`src/hdl/cia_pkg.sv`:
```
// ----------------------------------------------------------------------------
// cia_pkg: shared types and constants for the checked integer ALU
// Operation codes, status codes and the record carried between pipeline cells.
// ----------------------------------------------------------------------------
package cia_pkg;

    localparam int unsigned ActionWidth = 3;
    localparam int unsigned StatusWidth = 2;
    localparam int unsigned OutWidth    = 64;

    typedef enum logic [ActionWidth-1:0] {
        ACT_ADD = 3'd0,
        ACT_SUB = 3'd1,
        ACT_MUL = 3'd2,
        ACT_DIV = 3'd3,
        ACT_REM = 3'd4,
        ACT_NEG = 3'd5,
        ACT_NOP6 = 3'd6,
        ACT_NOP7 = 3'd7
    } action_t;

    typedef enum logic [StatusWidth-1:0] {
        ST_OK   = 2'd0,
        ST_OVF  = 2'd1,
        ST_DIV0 = 2'd2,
        ST_RSVD = 2'd3
    } status_t;

    // Control record that travels with each beat through the cell chain
    typedef struct packed {
        logic    valid;
        action_t action;
        status_t status;
        logic    q_neg;     // negate quotient at the end, product in the front
        logic    r_neg;     // negate remainder at the end
    } cell_ctl_t;

endpackage

```
`src/hdl/cia_cell.sv`:
```
// ----------------------------------------------------------------------------
// cia_cell: one restoring-division step cell
// Resolves one quotient bit per cycle while advance is high and passes the partial remainder on.
// ----------------------------------------------------------------------------
module cia_cell #(
    parameter int unsigned W   = 64,
    parameter int unsigned BIT = 0
) (
    input  logic                aclk,
    input  logic                aresetn,
    input  logic                advance,
    input  cia_pkg::cell_ctl_t  ctl_in,
    input  logic [W-1:0]        rem_in,
    input  logic [W-1:0]        quo_in,
    input  logic [W-1:0]        div_in,
    input  logic [W-1:0]        res_in,
    output cia_pkg::cell_ctl_t  ctl_out,
    output logic [W-1:0]        rem_out,
    output logic [W-1:0]        quo_out,
    output logic [W-1:0]        div_out,
    output logic [W-1:0]        res_out
);
    import cia_pkg::*;

    cell_ctl_t    ctl_reg;
    logic [W-1:0] rem_reg, quo_reg, div_reg, res_reg;
    logic [W:0]   trial;
    logic [W:0]   diff;
    logic [W-1:0] rem_next, quo_next;

    // Shift in the next dividend bit and try to subtract the divisor
    always_comb begin
        trial    = {rem_in, quo_in[BIT]};
        diff     = trial - {1'b0, div_in};
        rem_next = diff[W] ? trial[W-1:0] : diff[W-1:0];
        quo_next = quo_in;
        quo_next[BIT] = ~diff[W];
    end

    // Hold the control word; only valid needs reset
    always_ff @(posedge aclk) begin
        if (!aresetn) begin
            ctl_reg <= '0;
        end else if (advance) begin
            ctl_reg <= ctl_in;
        end
    end

    // Advance the datapath
    always_ff @(posedge aclk) begin
        if (advance) begin
            rem_reg <= rem_next;
            quo_reg <= quo_next;
            div_reg <= div_in;
            res_reg <= res_in;
        end
    end

    assign ctl_out = ctl_reg;
    assign rem_out = rem_reg;
    assign quo_out = quo_reg;
    assign div_out = div_reg;
    assign res_out = res_reg;

endmodule

```
`config.mk`:
```
export PLATFORM = sky130hd
export DESIGN_NAME = cia_cell
export DESIGN_NICKNAME = d
export VERILOG_FILES = /design/src/hdl/cia_pkg.sv /design/src/hdl/cia_cell.sv
export SDC_FILE = /design/constraint.sdc
export NUM_CORES = 1
export LEC_CHECK = 0
export BUFFER_PORTS_ARGS = -buffer_cell sky130_fd_sc_hd__clkbuf_2
export CAP_MARGIN = 20
export CORE_AREA = 2 2 206 208
export CTS_CLUSTER_SIZE = 24
export DETAILED_ROUTE_END_ITERATION = 7
export DIE_AREA = 0 0 208 210
export PLACE_DENSITY_LB_ADDON = 0.12
export SYNTH_ARGS = -nofsm -noshare
export SYNTH_HDL_FRONTEND = slang
export SYNTH_SLANG_ARGS = --single-unit
```
`constraint.sdc`:
```
create_clock -name aclk -period 9.73 [get_ports aclk]
set_clock_uncertainty 0.05 [all_clocks]
set_input_delay 0.973 -clock aclk [delete_from_list [all_inputs] [get_ports aclk]]
set_output_delay 0.973 -clock aclk [all_outputs]
set_load 0.01 [all_outputs]
```
==> out/qor.csv, run 1 <==
metric;value;unit
grt_max_degree;154;
syn_area;12900;µm²
antenna_found_initial;7;
htreeDepth;1;
final-instance-count-excl-fill;2087;
place_inst;2032;
finalMaxSlewViolations;0;
firstDrtPassIters;6;
post_cts_buffers;0;
die_y;210;µm
synth_top_family_by_area;compound AO/OA/AOI/OAI gates;
antenna_left;0;
yosys.area_share.simple;7.19;%
syn_to_final_growth;32.2;%
seq_area_frac_synth;60.9;%
cts_root_buf;clkbuf_16;
cts_buffer_depth;3;
finalWorstSetupSlack;4540;ps
tns;0;ps
synthArstFlopShare;0;%
synthMuxAreaShare;6.27;%
yosysUniqueCellTypes;70;
final_area;17100;µm²
fin_crit_sh;53.3;%
synth.avg_cell_area;13.0;µm²
leakage;7.65;nW
yosys_warnings;0;
period_minus_slack;5190;ps
cts_tree;yes;
finalHoldViolCount;0;
final_nets;1858;
register_area;7850;µm²
crit_arrival;5430;ps
ys.flop_type;edfxtp_1;
drive_above_1_share;40.9;%
dp_hpwl;33700;µm
multiInputGateArea;4550;µm²
routabilityCongestion;0.809;
cts_sinks;264;
cp-end-kind;flip-flop;
synth_edf_count;256;
ios;531;
status;completed;
vias;9768;
cap_violations;0;
critPathRequiredTime;9970;ps
grt_pass1_wl;60400;µm
dieArea;43700;µm²
routed_wl;41500;µm
ir_drop;0.151;mV
max_freq;193;MHz
path_clk_slew;50;ps
synth-xor-area-share;4.14;%
slew_headroom;32.7;%
grt_pass1_vias;10054;
pwr_density_cell;185;nW/µm²
cts_buffers;31;
drtIter0Drc;504;
synth_compound_area_share;11.3;%
rsz0062_at_grt;false;
grtUsageTotal;18.1;%
crit_fanout;35;
path_class;in2reg;
dieWidth;208;µm
hold_path.class;reg2reg;
start_util;31.1;%
rows;75;
ys_ff_latch;264;
dp_slack;3880;ps
vias_per_cell;4.68;
io_buffer_count;530;
fillers;4074;
drc;0;
postSynthCellCount;990;
cts.hold.buffers_added;0;
yosys.area_share.adder;6.37;%
syn-num-nets;1322;
wire_per_inst;19.9;µm
setup_violations;0;
worst_pin_slew;1010;ps
clock_latency;550;ps
grt.overflow.total;0;
post_cts_resize_count;0;
core;41500;µm²
startpoint_type;input pin;
placed_cell_area;16100;µm²
metal layers:
metal,up-vias,part of all wire (%),global-route usage [%]
met5,-,0.13,0
met4,8,1.7,4.60
met3,53,8.1,6.05
met2,305,49,31.2
met1,4644,42,21.7
li1,4758,-,-
power breakdown:
group | total (mW) | switching, mW | internal (mW)
Clock | 1.10 | 0.440 | 0.656
Combinational | 0.644 | 0.370 | 0.275
Sequential | 1.42 | 0.0309 | 1.39
Total | 3.16 | 0.840 | 2.32
state kept, by name, indices dropped and copies added, names as in the netlist:
name     count
quo_out     64
ctl_out      8
rem_out     64
div_out     64
res_out     64
final timing paths:
check	from	endpoint	slack, ps	cells past startpoint
max	quo_in[0]	rem_out[28]	4540	16
min reg2reg	ctl_out[5]	ctl_out[5]	470	2
max reg2reg	ctl_out[1]	ctl_out[1]	9070	2
min	ctl_out[5]	ctl_out[5]	470	2
cell type report:
| class | count | share of cell area [%] |
|---|---|---|
| flip-flops and latches | 264 | 46.0 |
| multi-input cells | 608 | 26.7 |
| repair buffers | 534 | 15.9 |
| clock buffers | 40 | 4.75 |
| well taps | 539 | 3.96 |
| inverters | 87 | 1.92 |
| clock inverters | 12 | 0.763 |
| diodes | 3 | 0.0440 |
placed cells by master (no fill, tap or decap), types with 26 or more instances in the layout:
cell type  netlist  routed
nand2_1         61      61
xor2_1          26      26
ha_1            64      64
a21o_1          26      26
xnor2_1         35      35
nor2_1          45      45
inv_1           86      86
clkbuf_2         3     529
o21ai_0         39      39
clkbuf_16        0      31
a21oi_1         71      71
mux2_2          44      44
edfxtp_1       256     256
worst max-delay path, stage by stage:
cell,delay [ps]
clkbuf_2,70
inv_1,50
ha_1,220
fa_1,400
and2b_1,250
o211ai_2,130
a31oi_4,230
a21boi_2,120
o311a_1,420
o31a_1,380
o41ai_4,340
and3b_1,280
nor3_4,80
inv_2,480
buf_4,540
mux2_2,400
stage by stage:
step	total power [mW]	hold WS (ps)	utilization, %
finish	3.16	469	41.1
floorplan	1.80	489	-
CTS	3.21	471	41.1
detailed placement	2.09	458	38.8
global placement	2.09	451	38.8
global route	3.31	480	41.1
cell usage after synthesis, types with 5 or more instances:
cell / count / area [µm²]
edfxtp_1: 256 / 7690
inv_1: 86 / 323
a21oi_1: 71 / 355
ha_1: 64 / 801
nand2_1: 61 / 229
nor2_1: 45 / 169
mux2_2: 44 / 495
o21ai_0: 39 / 195
xnor2_1: 35 / 307
a21o_1: 26 / 195
xor2_1: 26 / 228
clkbuf_1: 19 / 71.3
mux2_1: 18 / 203
nand4_1: 17 / 106
nor2b_1: 15 / 93.8
nand3_1: 13 / 65.1
o21a_1: 12 / 90.1
mux2i_1: 11 / 110
o21bai_1: 10 / 75.1
a211oi_1: 8 / 60.1
dfxtp_1: 8 / 160
o211ai_1: 7 / 52.6
and3_1: 6 / 37.5
buf_6: 6 / 67.6
a31oi_1: 5 / 31.3
nor3_1: 5 / 25.0
logic make-up (layout without fill, tap and decap cells):
kind of cell,after synthesis,count (layout)
compound gates,220,220
xor+xnor,61,61
fa+ha+maj,65,65
buf+inv,118,673
flops,264,264
mux,73,73
other cells,0,3
simple gates,189,189
No activity file was read; power rests on OpenSTA's default activity.
==> run 2: changes to the inputs <==
CORE_AREA = 2 2 208 210   (was 2 2 206 208)
DIE_AREA = 0 0 210 212   (was 0 0 208 210)
clock period = 4.2 ns   (was 9.73 ns; I/O delays follow)
==> out/qor.csv, run 2 (synthesis gave the netlist of run 1 again) <==
metric;value;unit
die_y;212;µm
post_cts_buffers;0;
p_sw_share;27.7;%
cts_buffers;31;
clock_latency;560;ps
rsz0062_at_grt;false;
syn_to_final_growth;48.6;%
max_freq;252;MHz
fin_crit_sh;94.6;%
start_util;30.3;%
power.switching;2.09;mW
grt.overflow.total;0;
finalMaxSlewViolations;0;
startpoint_type;input pin;
cts_tree;yes;
dieWidth;210;µm
crit_fanout;25;
cts_buffer_depth;3;
cpPeakStageDelay;530;ps
routabilityCongestion;0.803;
period_minus_slack;3970;ps
setup_violations;0;
place_inst;2065;
grt_pass1_wl;65300;µm
p_int;5.48;mW
firstDrtPassIters;5;
critPathRequiredTime;4460;ps
core;42500;µm²
grt_pass1_vias;11085;
drc;0;
cts_sinks;264;
cp-end-kind;flip-flop;
worst_pin_slew;712;ps
vias;10598;
dp_hpwl;34400;µm
ios;531;
dieArea;44500;µm²
drtIter0Drc;499;
finalHoldViolCount;0;
mostFrequentLayoutCells;clkbuf_2, edfxtp_1, dlygate4sd3_1;
io_buffer_count;530;
antenna_left;0;
cp_slowest_cell;dlygate4sd3_1;
crit_chain;dlygate4sd3_1, clkbuf_2, inv_1, ha_1, nand4_1, nor4_2, a21oi_1, a21boi_1, o311a_1, o31a_1, o41ai_4, and3b_1, nor3_4, inv_2, buf_12, mux2_2;
grt_max_degree;82;
comb_power_share;22.6;%
drive_above_1_share;38.0;%
htreeDepth;1;
antenna_found_initial;7;
ir_drop;0.254;mV
path_clk_slew;60;ps
crit_arrival;4240;ps
tns;0;ps
seqPwrFrac;43.4;%
grtUsageTotal;19.1;%
slew_headroom;52.5;%
power_frac_clock;34.0;%
status;completed;
final-instance-count-excl-fill;2306;
pwr_density_cell;395;nW/µm²
cap_violations;0;
hold_path.class;in2reg;
final_common_cell;clkbuf_2;
wire_per_inst;19.2;µm
leakage;8.58;nW
final_nets;2067;
vias_per_cell;4.60;
rows;76;
routed_wl;44300;µm
cts_root_buf;clkbuf_16;
path_class;in2reg;
==> run 2: changes by cell type in the layout (fill, tap and decap cells not counted), moves of 2 or more <==
| cell | change |
|---|---|
| dlygate4sd3_1 | +183 |
| buf_4 | +22 |
| buf_12 | +4 |
| clkbuf_1 | -4 |
| clkinv_4 | +4 |
| clkinv_2 | +3 |
| inv_6 | +2 |
==> run 2: worst paths after layout <==
check | start | depth (start not counted) | slack (ps) | end
max reg2reg | ctl_out[2] | 2 | 3500 | ctl_out[2]
min | div_in[63] | 1 | 30 | div_out[63]
max | div_in[23] | 16 | 230 | rem_out[56]
min reg2reg | ctl_out[5] | 2 | 470 | ctl_out[5]
==> run 2: layout make-up <==
| cell class | instances | area [µm²] |
|---|---|---|
| multi-input combinational | 608 | 4550 |
| inverter | 87 | 327 |
| fill | 4001 | 23300 |
| timing repair buffer | 743 | 4780 |
| clock buffer | 36 | 795 |
| sequential | 264 | 7850 |
| clock inverter | 20 | 171 |
| antenna | 2 | 5.00 |
| tap | 546 | 683 |
==> run 2: stage by stage <==
stage,util (%),total power [mW],worst slack [ps],hold slack (ps),instance area (µm²)
final,45.1,7.57,227,34.5,19200
after global routing,45.1,7.94,19.7,12.2,19200
after CTS,45.1,7.69,219,0.548,19200
after detailed placement,38.5,4.91,-36.3,458,16400
after global placement,38.5,4.91,53.9,450,16400
after floorplan,-,4.18,228,469,12900
==> run 2: timing repair <==
action	CTS	global route
resized for setup	0	1
endpoints found under the hold margin	183	0
setup endpoints to repair	0	2
hold buffers	183	0
==> run 2: per-layer routing <==
layer | vias up | routed length, µm | track usage, %
li1 | 5169 | - | -
met1 | 5029 | 18800 | 23.7
met2 | 338 | 21100 | 32.5
met3 | 52 | 3270 | 5.79
met4 | 10 | 958 | 5.11
met5 | - | 78 | 0
==> run 2: power groups by stage <==
stage | clock network, mW | registers, mW | logic, mW
floorplan | 0 | 3.47 | 0.706
global placement | 0 | 3.33 | 1.57
detailed placement | 0 | 3.33 | 1.58
CTS | 2.68 | 3.28 | 1.73
global route | 2.77 | 3.31 | 1.87
finish | 2.57 | 3.28 | 1.71
==> run 2: worst max-delay path, delay by kind of cell <==
| family | cells | cell delay [ps] |
|---|---|---|
| compound gates | 5 | 1070 |
| buf+inv | 5 | 1050 |
| simple gates | 4 | 920 |
| fa+ha+maj | 1 | 380 |
| mux | 1 | 360 |
